$ cat src/hw/rtl/fwc_pkg.sv
// ----------------------------------------------------------------------------
// fwc_pkg
// Shared types and constants of the framed word checksum core.
// ----------------------------------------------------------------------------
package fwc_pkg;

   localparam logic [15:0] MAX_LEN_BYTES = 16'd4092;
   localparam logic [15:0] LEN_INVALID   = 16'hFFFF;

   typedef enum logic {
      CMD_HEADER = 1'b0,
      CMD_DATA   = 1'b1
   } command_type;

   typedef enum logic {
      MODE_CHECK = 1'b0,
      MODE_MAKE  = 1'b1
   } mode_type;

   typedef enum logic [2:0] {
      ST_OK         = 3'd0,
      ST_EMPTY      = 3'd1,
      ST_TOO_LONG   = 3'd2,
      ST_INCOMPLETE = 3'd3,
      ST_MISMATCH   = 3'd4
   } status_type;

   typedef struct packed {
      logic        command;
      logic [31:0] word;
      logic [15:0] length_bytes;
   } beat_type;

   typedef struct packed {
      logic     valid;
      beat_type beat;
   } stage_type;

endpackage

$ cat src/hw/rtl/fwc_in_stage.sv
// ----------------------------------------------------------------------------
// fwc_in_stage
// Input register: holds one accepted request beat until the engine takes it.
// ----------------------------------------------------------------------------
module fwc_in_stage (
   input  logic               clock,
   input  logic               reset,
   input  logic               req_valid,
   output logic               req_ready,
   input  fwc_pkg::beat_type  req_beat,
   input  logic               take,
   output fwc_pkg::stage_type stage
);

   logic              valid_ff;
   logic              valid_in;
   fwc_pkg::beat_type beat_ff;
   logic              load;

   assign req_ready = !valid_ff || take;
   assign load      = req_valid && req_ready;
   assign valid_in  = load || (valid_ff && !take);

   always_ff @(posedge clock) begin
      if (reset) begin
         valid_ff <= 1'b0;
      end else begin
         valid_ff <= valid_in;
      end
   end

   always_ff @(posedge clock) begin
      if (load) begin
         beat_ff <= req_beat;
      end
   end

   assign stage.valid = valid_ff;
   assign stage.beat  = beat_ff;

endmodule

$ cat src/hw/rtl/fwc_engine.sv
// ----------------------------------------------------------------------------
// fwc_engine
// Message state, running sum, length checks and the result register.
// ----------------------------------------------------------------------------
module fwc_engine (
   input  logic               clock,
   input  logic               reset,
   input  logic               csr_wr_en,
   input  logic               csr_wr_data,
   input  fwc_pkg::stage_type stage,
   output logic               take,
   output logic               rsp_valid,
   input  logic               rsp_ready,
   output logic [2:0]         rsp_status,
   output logic [15:0]        rsp_msg_length,
   output logic [31:0]        rsp_header_out
);

   logic        mode_ff;
   logic [31:0] acc_ff,       acc_in;
   logic [15:0] bytes_left_ff, bytes_left_in;
   logic [15:0] msg_len_ff,   msg_len_in;
   logic        in_msg_ff,    in_msg_in;

   logic        rsp_valid_ff, rsp_valid_in;
   logic [2:0]  status_ff;
   logic [15:0] length_ff;
   logic [31:0] header_ff;

   logic        emit;
   logic [2:0]  res_status;
   logic [15:0] res_length;
   logic [31:0] res_header;

   logic [15:0] dlen;
   logic [31:0] mask;
   logic [31:0] sum;
   logic [15:0] fold;

   assign take = stage.valid && (!rsp_valid_ff || rsp_ready);
   assign dlen = stage.beat.word[15:0];

   always_comb begin
      case (bytes_left_ff[1:0])
         2'd1:    mask = 32'h0000_00FF;
         2'd2:    mask = 32'h0000_FFFF;
         2'd3:    mask = 32'h00FF_FFFF;
         default: mask = 32'hFFFF_FFFF;
      endcase
   end

   // last word keeps only its valid low bytes
   assign sum  = (bytes_left_ff[15:2] != 14'd0) ? acc_ff + stage.beat.word
                                                : acc_ff + (stage.beat.word & mask);
   assign fold = sum[15:0] + sum[31:16];

   always_comb begin
      acc_in        = acc_ff;
      bytes_left_in = bytes_left_ff;
      msg_len_in    = msg_len_ff;
      in_msg_in     = in_msg_ff;
      emit          = 1'b0;
      res_status    = fwc_pkg::ST_OK;
      res_length    = msg_len_ff;
      res_header    = 32'd0;
      if (take) begin
         if (stage.beat.command == fwc_pkg::CMD_HEADER) begin
            in_msg_in     = 1'b0;
            bytes_left_in = 16'd0;
            if (mode_ff == fwc_pkg::MODE_CHECK) begin
               msg_len_in = dlen;
               res_length = dlen;
               if (dlen == 16'd0 || dlen == fwc_pkg::LEN_INVALID) begin
                  emit       = 1'b1;
                  res_status = fwc_pkg::ST_EMPTY;
               end else if (dlen > fwc_pkg::MAX_LEN_BYTES) begin
                  emit       = 1'b1;
                  res_status = fwc_pkg::ST_TOO_LONG;
               end else if (dlen > stage.beat.length_bytes) begin
                  emit       = 1'b1;
                  res_status = fwc_pkg::ST_INCOMPLETE;
               end else begin
                  acc_in        = stage.beat.word;
                  bytes_left_in = dlen;
                  in_msg_in     = 1'b1;
               end
            end else begin
               msg_len_in = stage.beat.length_bytes;
               res_length = stage.beat.length_bytes;
               acc_in     = {16'd0, stage.beat.length_bytes};
               if (stage.beat.length_bytes == 16'd0) begin
                  // empty make request: header of all zeros
                  emit = 1'b1;
               end else begin
                  bytes_left_in = stage.beat.length_bytes;
                  in_msg_in     = 1'b1;
               end
            end
         end else if (in_msg_ff) begin
            acc_in        = sum;
            bytes_left_in = (bytes_left_ff[15:2] != 14'd0) ? bytes_left_ff - 16'd4 : 16'd0;
            if (bytes_left_in == 16'd0) begin
               in_msg_in = 1'b0;
               emit      = 1'b1;
               if (mode_ff == fwc_pkg::MODE_CHECK) begin
                  res_status = (fold != 16'd0) ? fwc_pkg::ST_MISMATCH : fwc_pkg::ST_OK;
               end else begin
                  res_header = {16'd0 - fold, msg_len_ff};
               end
            end
         end
      end
   end

   assign rsp_valid_in = (rsp_valid_ff && !rsp_ready) || emit;

   always_ff @(posedge clock) begin
      if (reset) begin
         mode_ff       <= fwc_pkg::MODE_CHECK;
         acc_ff        <= 32'd0;
         bytes_left_ff <= 16'd0;
         msg_len_ff    <= 16'd0;
         in_msg_ff     <= 1'b0;
         rsp_valid_ff  <= 1'b0;
      end else begin
         if (csr_wr_en) begin
            mode_ff <= csr_wr_data;
         end
         acc_ff        <= acc_in;
         bytes_left_ff <= bytes_left_in;
         msg_len_ff    <= msg_len_in;
         in_msg_ff     <= in_msg_in;
         rsp_valid_ff  <= rsp_valid_in;
      end
   end

   always_ff @(posedge clock) begin
      if (emit) begin
         status_ff <= res_status;
         length_ff <= res_length;
         header_ff <= res_header;
      end
   end

   assign rsp_valid      = rsp_valid_ff;
   assign rsp_status     = status_ff;
   assign rsp_msg_length = length_ff;
   assign rsp_header_out = header_ff;

   // an open message always has bytes still to come
   a_open_has_bytes : assert property (@(posedge clock) disable iff (reset)
      in_msg_ff |-> (bytes_left_ff != 16'd0 && bytes_left_ff <= msg_len_ff))
      else $error("open message with no bytes left");

   // every result closes the message
   a_result_closes : assert property (@(posedge clock) disable iff (reset)
      emit |=> !in_msg_ff)
      else $error("message still open after a result");

   // error results never carry a generated header
   a_err_no_header : assert property (@(posedge clock) disable iff (reset)
      (rsp_valid_ff && status_ff != fwc_pkg::ST_OK) |-> header_ff == 32'd0)
      else $error("error result with a header");

   // a result can only be loaded from a taken beat
   a_emit_needs_take : assert property (@(posedge clock) disable iff (reset)
      emit |-> (take && stage.valid))
      else $error("result without a beat");

endmodule

$ cat src/hw/rtl/framed_word_checksum_core.sv
// ----------------------------------------------------------------------------
// framed_word_checksum_core
// Checks or builds the length/checksum header of a framed word message.
// ----------------------------------------------------------------------------
// Usage:
//   req_*  : request beats; a header beat (command 0) starts a message and
//            is followed by one data beat (command 1) per 32-bit word.
//   rsp_*  : one result beat per finished or rejected message: status,
//            message length and, in make mode, the generated header.
//   csr_*  : mode register, 0 check, 1 make; write only while idle.
// Result path: an accepted beat waits in the input register; the result
//   it causes is loaded into the result register when the engine takes
//   that beat (input register, then result register).
// Throughput: one request beat per cycle unless a result stalls; the running
//   sum is one 32-bit add and 16-bit fold per beat between the registers.
// Reset clears the mode to check, drops any open message and empties both
//   registers. When the receiver stalls, the result is held, the input
//   register holds at most one more beat and req_ready stays low until the
//   result is taken.
// ----------------------------------------------------------------------------
module framed_word_checksum_core (
   input  logic        clock,
   input  logic        reset,
   input  logic        csr_wr_en,
   input  logic        csr_wr_data,
   input  logic        req_valid,
   output logic        req_ready,
   input  logic        req_command,
   input  logic [31:0] req_word,
   input  logic [15:0] req_length_bytes,
   output logic        rsp_valid,
   input  logic        rsp_ready,
   output logic [2:0]  rsp_status,
   output logic [15:0] rsp_msg_length,
   output logic [31:0] rsp_header_out
);

   fwc_pkg::beat_type  req_beat;
   fwc_pkg::stage_type stage;
   logic               take;

   assign req_beat.command      = req_command;
   assign req_beat.word         = req_word;
   assign req_beat.length_bytes = req_length_bytes;

   fwc_in_stage u_in_stage (
      .clock     (clock),
      .reset     (reset),
      .req_valid (req_valid),
      .req_ready (req_ready),
      .req_beat  (req_beat),
      .take      (take),
      .stage     (stage)
   );

   fwc_engine u_engine (
      .clock          (clock),
      .reset          (reset),
      .csr_wr_en      (csr_wr_en),
      .csr_wr_data    (csr_wr_data),
      .stage          (stage),
      .take           (take),
      .rsp_valid      (rsp_valid),
      .rsp_ready      (rsp_ready),
      .rsp_status     (rsp_status),
      .rsp_msg_length (rsp_msg_length),
      .rsp_header_out (rsp_header_out)
   );

endmodule
$ cat config.mk
export PLATFORM = sky130hd
export DESIGN_NAME = framed_word_checksum_core
export DESIGN_NICKNAME = d
export VERILOG_FILES = /design/src/hw/rtl/fwc_pkg.sv /design/src/hw/rtl/fwc_in_stage.sv /design/src/hw/rtl/fwc_engine.sv /design/src/hw/rtl/framed_word_checksum_core.sv
export SDC_FILE = /design/constraint.sdc
export NUM_CORES = 1
export LEC_CHECK = 0
export ABC_AREA = 0
export BUFFER_PORTS_ARGS = -buffer_cell sky130_fd_sc_hd__buf_2
export CAP_MARGIN = 20
export CELL_PAD_IN_SITES_DETAIL_PLACEMENT = 0
export CELL_PAD_IN_SITES_GLOBAL_PLACEMENT = 2
export CORE_ASPECT_RATIO = 1.25
export CORE_MARGIN = 3
export CORE_UTILIZATION = 38
export CTS_CLUSTER_SIZE = 16
export DETAILED_ROUTE_END_ITERATION = 7
export GPL_TIMING_DRIVEN = 0
export PLACE_DENSITY = 0.89
export SLEW_MARGIN = 20
export SYNTH_ARGS = -nofsm -noshare
export SYNTH_HDL_FRONTEND = slang
export SYNTH_SLANG_ARGS = --single-unit
$ cat constraint.sdc
create_clock -name clock -period 7.2 [get_ports clock]
set_clock_uncertainty 0.05 [all_clocks]
set_input_delay 1.08 -clock clock [delete_from_list [all_inputs] [get_ports clock]]
set_output_delay 1.08 -clock clock [all_outputs]
set_load 0.05 [all_outputs]
==> results.md <==
- Largest family of logic cells by synthesized area: compound AO/OA/AOI/OAI gates
- Post-synth net total: 1198
- Worst R2R Setup Slack: 0.68 ns
- Seq cells post-synth: 168
- Worst setup SP type: register
- Worst R2R End: u_engine.rsp_header_out[30]
- Synthesis-to-finish area growth: 15.34%
- Mux contribution to synthesized area: 2.226%
- Slew margin rel.: 46.06%
- Cts hold-fix bufs: 0
- Worst VDD drop: 0.1732 mV
- Worst Tran Pin Value: 0.8091 ns
- Htree depth: 4
- Launch point of the worst reg-to-reg path: u_engine.bytes_left_ff[8]
- Number of global-route vias before repair: 8324
- CTS tree: built
- Post-synthesis simple-gate area fraction: 18.59%
- CP Max Fanout: 9
- Placed cells: 1521
- Core area: 26430 um^2
- RD Place Congestion: 0.9519
- Initial antenna violation count: 1
- Multi-input logic area: 5593 um^2
- GRT Util Overall: 20.94%
- Synth Area per Inst: 9.631 um^2
- Drt pass-1 iters: 7
- Data required time at the worst endpoint: 7.34 ns
- Gate Count Post-Synth: 1074
- Synth warn: 0
- Reg2reg path depth: 26
- Top cells by area, synth: edfxtp_1 (29%), dfxtp_1 (13%), ha_1 (8.1%)
- Synth Area in Adders: 8.492%
- Maximum clock frequency: 0.1534 GHz
- Synth top area share: 29.03%
- Max Slew Vio Count: 0
- Min-delay src: u_engine.acc_ff[5]
- Nets: 1326
- Fin. Hold Viols: 0
- Max Root-Sink Buffers: 2
- Hold WC Path Type: reg2reg
- Run status: complete, no violations
- Final Cycle Share: 90.55%
- RSZ-0062 raised after global routing: false
- Pleak: 4.811 nW
- Via/cell ratio: 5.553
- Clk sinks: 168
- Post-synth EDFFs: 100
- DRT Wirelength: 30.96 mm
- Yosys top cell by area: edfxtp_1
- Synth async-reset ratio: 0%
- Worst skew pair latency: 0.44 ns
- Power per cell area: 226.6 nW/um^2
- DP HPWL: 24.20 mm
- PortBufs: 106
- XOR/XNOR share of the synthesized area: 4.826%
- WL/cell: 19.89 um
- IO Count: 108
- DRC Markers: 0
- Distinct cell type count after synthesis: 83
- Overflow after GRT: 0
- Vias: 8640
- Total power: 0.002703 W
- Hold endpoint: u_engine.acc_ff[5]
- Final cell count without fillers: 1556
- Syn Std Cell Area: 10340 um^2
- Largest net degree at the start of global routing: 50
- Layout cells sized above 1: 17.53%
- Hold Crit Depth: 2
- Post-synthesis sequential area ratio: 42.19%
- Die W: 153.6 um
- Row Count: 66
- Final setup TNS: 0 ns
- Max Cap Viol: 0
- First DRT Iteration DRCs: 567
- Die Ht: 190.5 um
- Register area: 4364 um^2
- Crit Path Category: reg2reg
- Die area: 29250 um^2
- Fill cell count: 2633
- CTS Buf Count: 17
- Post-route ant nets: 0
- Crit path DAT: 6.66 ns
- CP Capture Type: register
- # setup viols final: 0
- Clock transition at path regs: 0.07 ns
- Minimum clock period after layout: 6.520 ns
- Post-synthesis compound-gate area fraction: 19.90%
- Top_reg_cell synth: edfxtp_1
- First-pass GRT wire length: 47.15 mm
- Initial Util: 39.14%
- Root buf cell: clkbuf_16
[routing by layer]
metal / GRT usage (%) / share of wire (%)
met5: 0 / 0
met4: 9.412 / 4.1
met3: 2.951 / 4.4
met2: 37.71 / 51
met1: 24.70 / 41
[through the flow]
step	hold slack (ns)	setup slack, ns	area (um^2)	util, %
after detailed placement	0.4151	0.4966	11320	42.85
after floorplan	0.3974	1.526	10340	-
after global routing	0.4474	0.06600	11930	45.15
after global placement	0.4039	0.4802	11300	42.76
final	0.4273	0.6804	11930	45.15
after CTS	0.4272	0.4456	11910	45.08
[flip-flops by register name, indices dropped and copies added, names as in the netlist]
name,cells
u_engine.rsp_header_out,32
u_engine.rsp_valid,1
u_engine.rsp_msg_length,16
u_engine.bytes_left_ff,16
u_in_stage.stage,49
u_engine.mode_ff,1
u_engine.acc_ff,32
u_in_stage.valid_ff,1
u_engine.msg_len_ff,16
u_engine.in_msg_ff,1
u_engine.rsp_status,3
[where the power goes]
group | leakage, nW | internal (W) | switching (W)
clock | 0.276 | 0.000492 | 0.000430
combinational | 2.97 | 0.000256 | 0.000438
sequential | 1.56 | 0.00105 | 0.0000330
[layout by cell type (no fill, tap or decap), types with 22 or more instances in the layout]
cell type,Yosys,final
a21oi_1,86,86
inv_1,38,37
and2_1,38,37
edfxtp_1,100,100
buf_2,9,115
o21ai_0,60,60
clkbuf_1,35,36
nand2_1,79,79
a211oi_1,23,23
xnor2_1,37,37
ha_1,67,67
mux2i_1,23,23
nor2_1,76,76
a21o_1,22,22
dfxtp_1,68,68
[worst max path at each step]
stage / from / to / slack (ns) / cells past startpoint
floorplan: u_engine.bytes_left_ff[8] / u_engine.rsp_header_out[30] / 1.53 / 26
global placement: u_engine.bytes_left_ff[8] / u_engine.rsp_header_out[30] / 0.48 / 26
detailed placement: u_engine.bytes_left_ff[8] / u_engine.rsp_header_out[30] / 0.50 / 26
CTS: u_engine.bytes_left_ff[4] / u_engine.rsp_header_out[30] / 0.45 / 27
global route: u_engine.bytes_left_ff[4] / u_engine.rsp_header_out[30] / 0.07 / 27
finish: u_engine.bytes_left_ff[8] / u_engine.rsp_header_out[30] / 0.68 / 26
[final cells by class]
cell class              count  share of cell area (%)
clock buffers              18                   3.597
clock inverters            14                   1.342
repair buffers            109                   4.740
plain buffers              52                   2.045
diodes                      1                 0.02098
inverters                  39                   1.227
flip-flops and latches    168                   36.58
well taps                 340                   3.566
multi-input cells         815                   46.88
[cells by family after synthesis]
group                      count (synthesis)
AOI/OAI and AO/OA                        312
xor gates and xnor gates                  57
adders and majority gates                 69
buffers and inverters                     91
DFF                                      168
muxes                                     23
and+or+nand+nor                          354
[synth_stat cells (all sizes together), types with 17 or more instances]
cell / n
a21oi: 90
xor2: 20
mux2i: 23
nor2: 86
a22oi: 19
inv: 38
clkbuf: 35
dfxtp: 68
nand2: 80
and2: 56
xnor2: 37
ha: 67
a211oi: 25
edfxtp: 100
nand3: 20
o21ai: 65
buf: 17
a21o: 22
nor4: 20
nor3: 17
[critical path: stages (launching register included)]
cell and delay (ns):
dfxtp_1 0.30, buf_2 0.16, or3_4 0.42, nor2_2 0.19
and3_2 0.29, nand2_1 0.21, and2_1 0.23, ha_1 0.26
clkbuf_1 0.25, nand2_1 0.08, o21ai_0 0.29, o21ai_0 0.17
a21oi_2 0.20, nand2_1 0.13, o221a_2 0.31, o21bai_1 0.15
xor2_1 0.12, ha_1 0.38, nand2_1 0.12, or4_1 0.54
and4_1 0.20, a21oi_2 0.20, xor2_1 0.14, nor4_1 0.36
nor4b_4 0.30, xnor2_1 0.17, nor2_2 0.05
[what timing repair did]
item / CTS / global route
gates resized for setup: 0 / 1
setup buffers: 0 / 2
setup endpoints to repair: 0 / 4
Power figures use the tool's default switching activity.
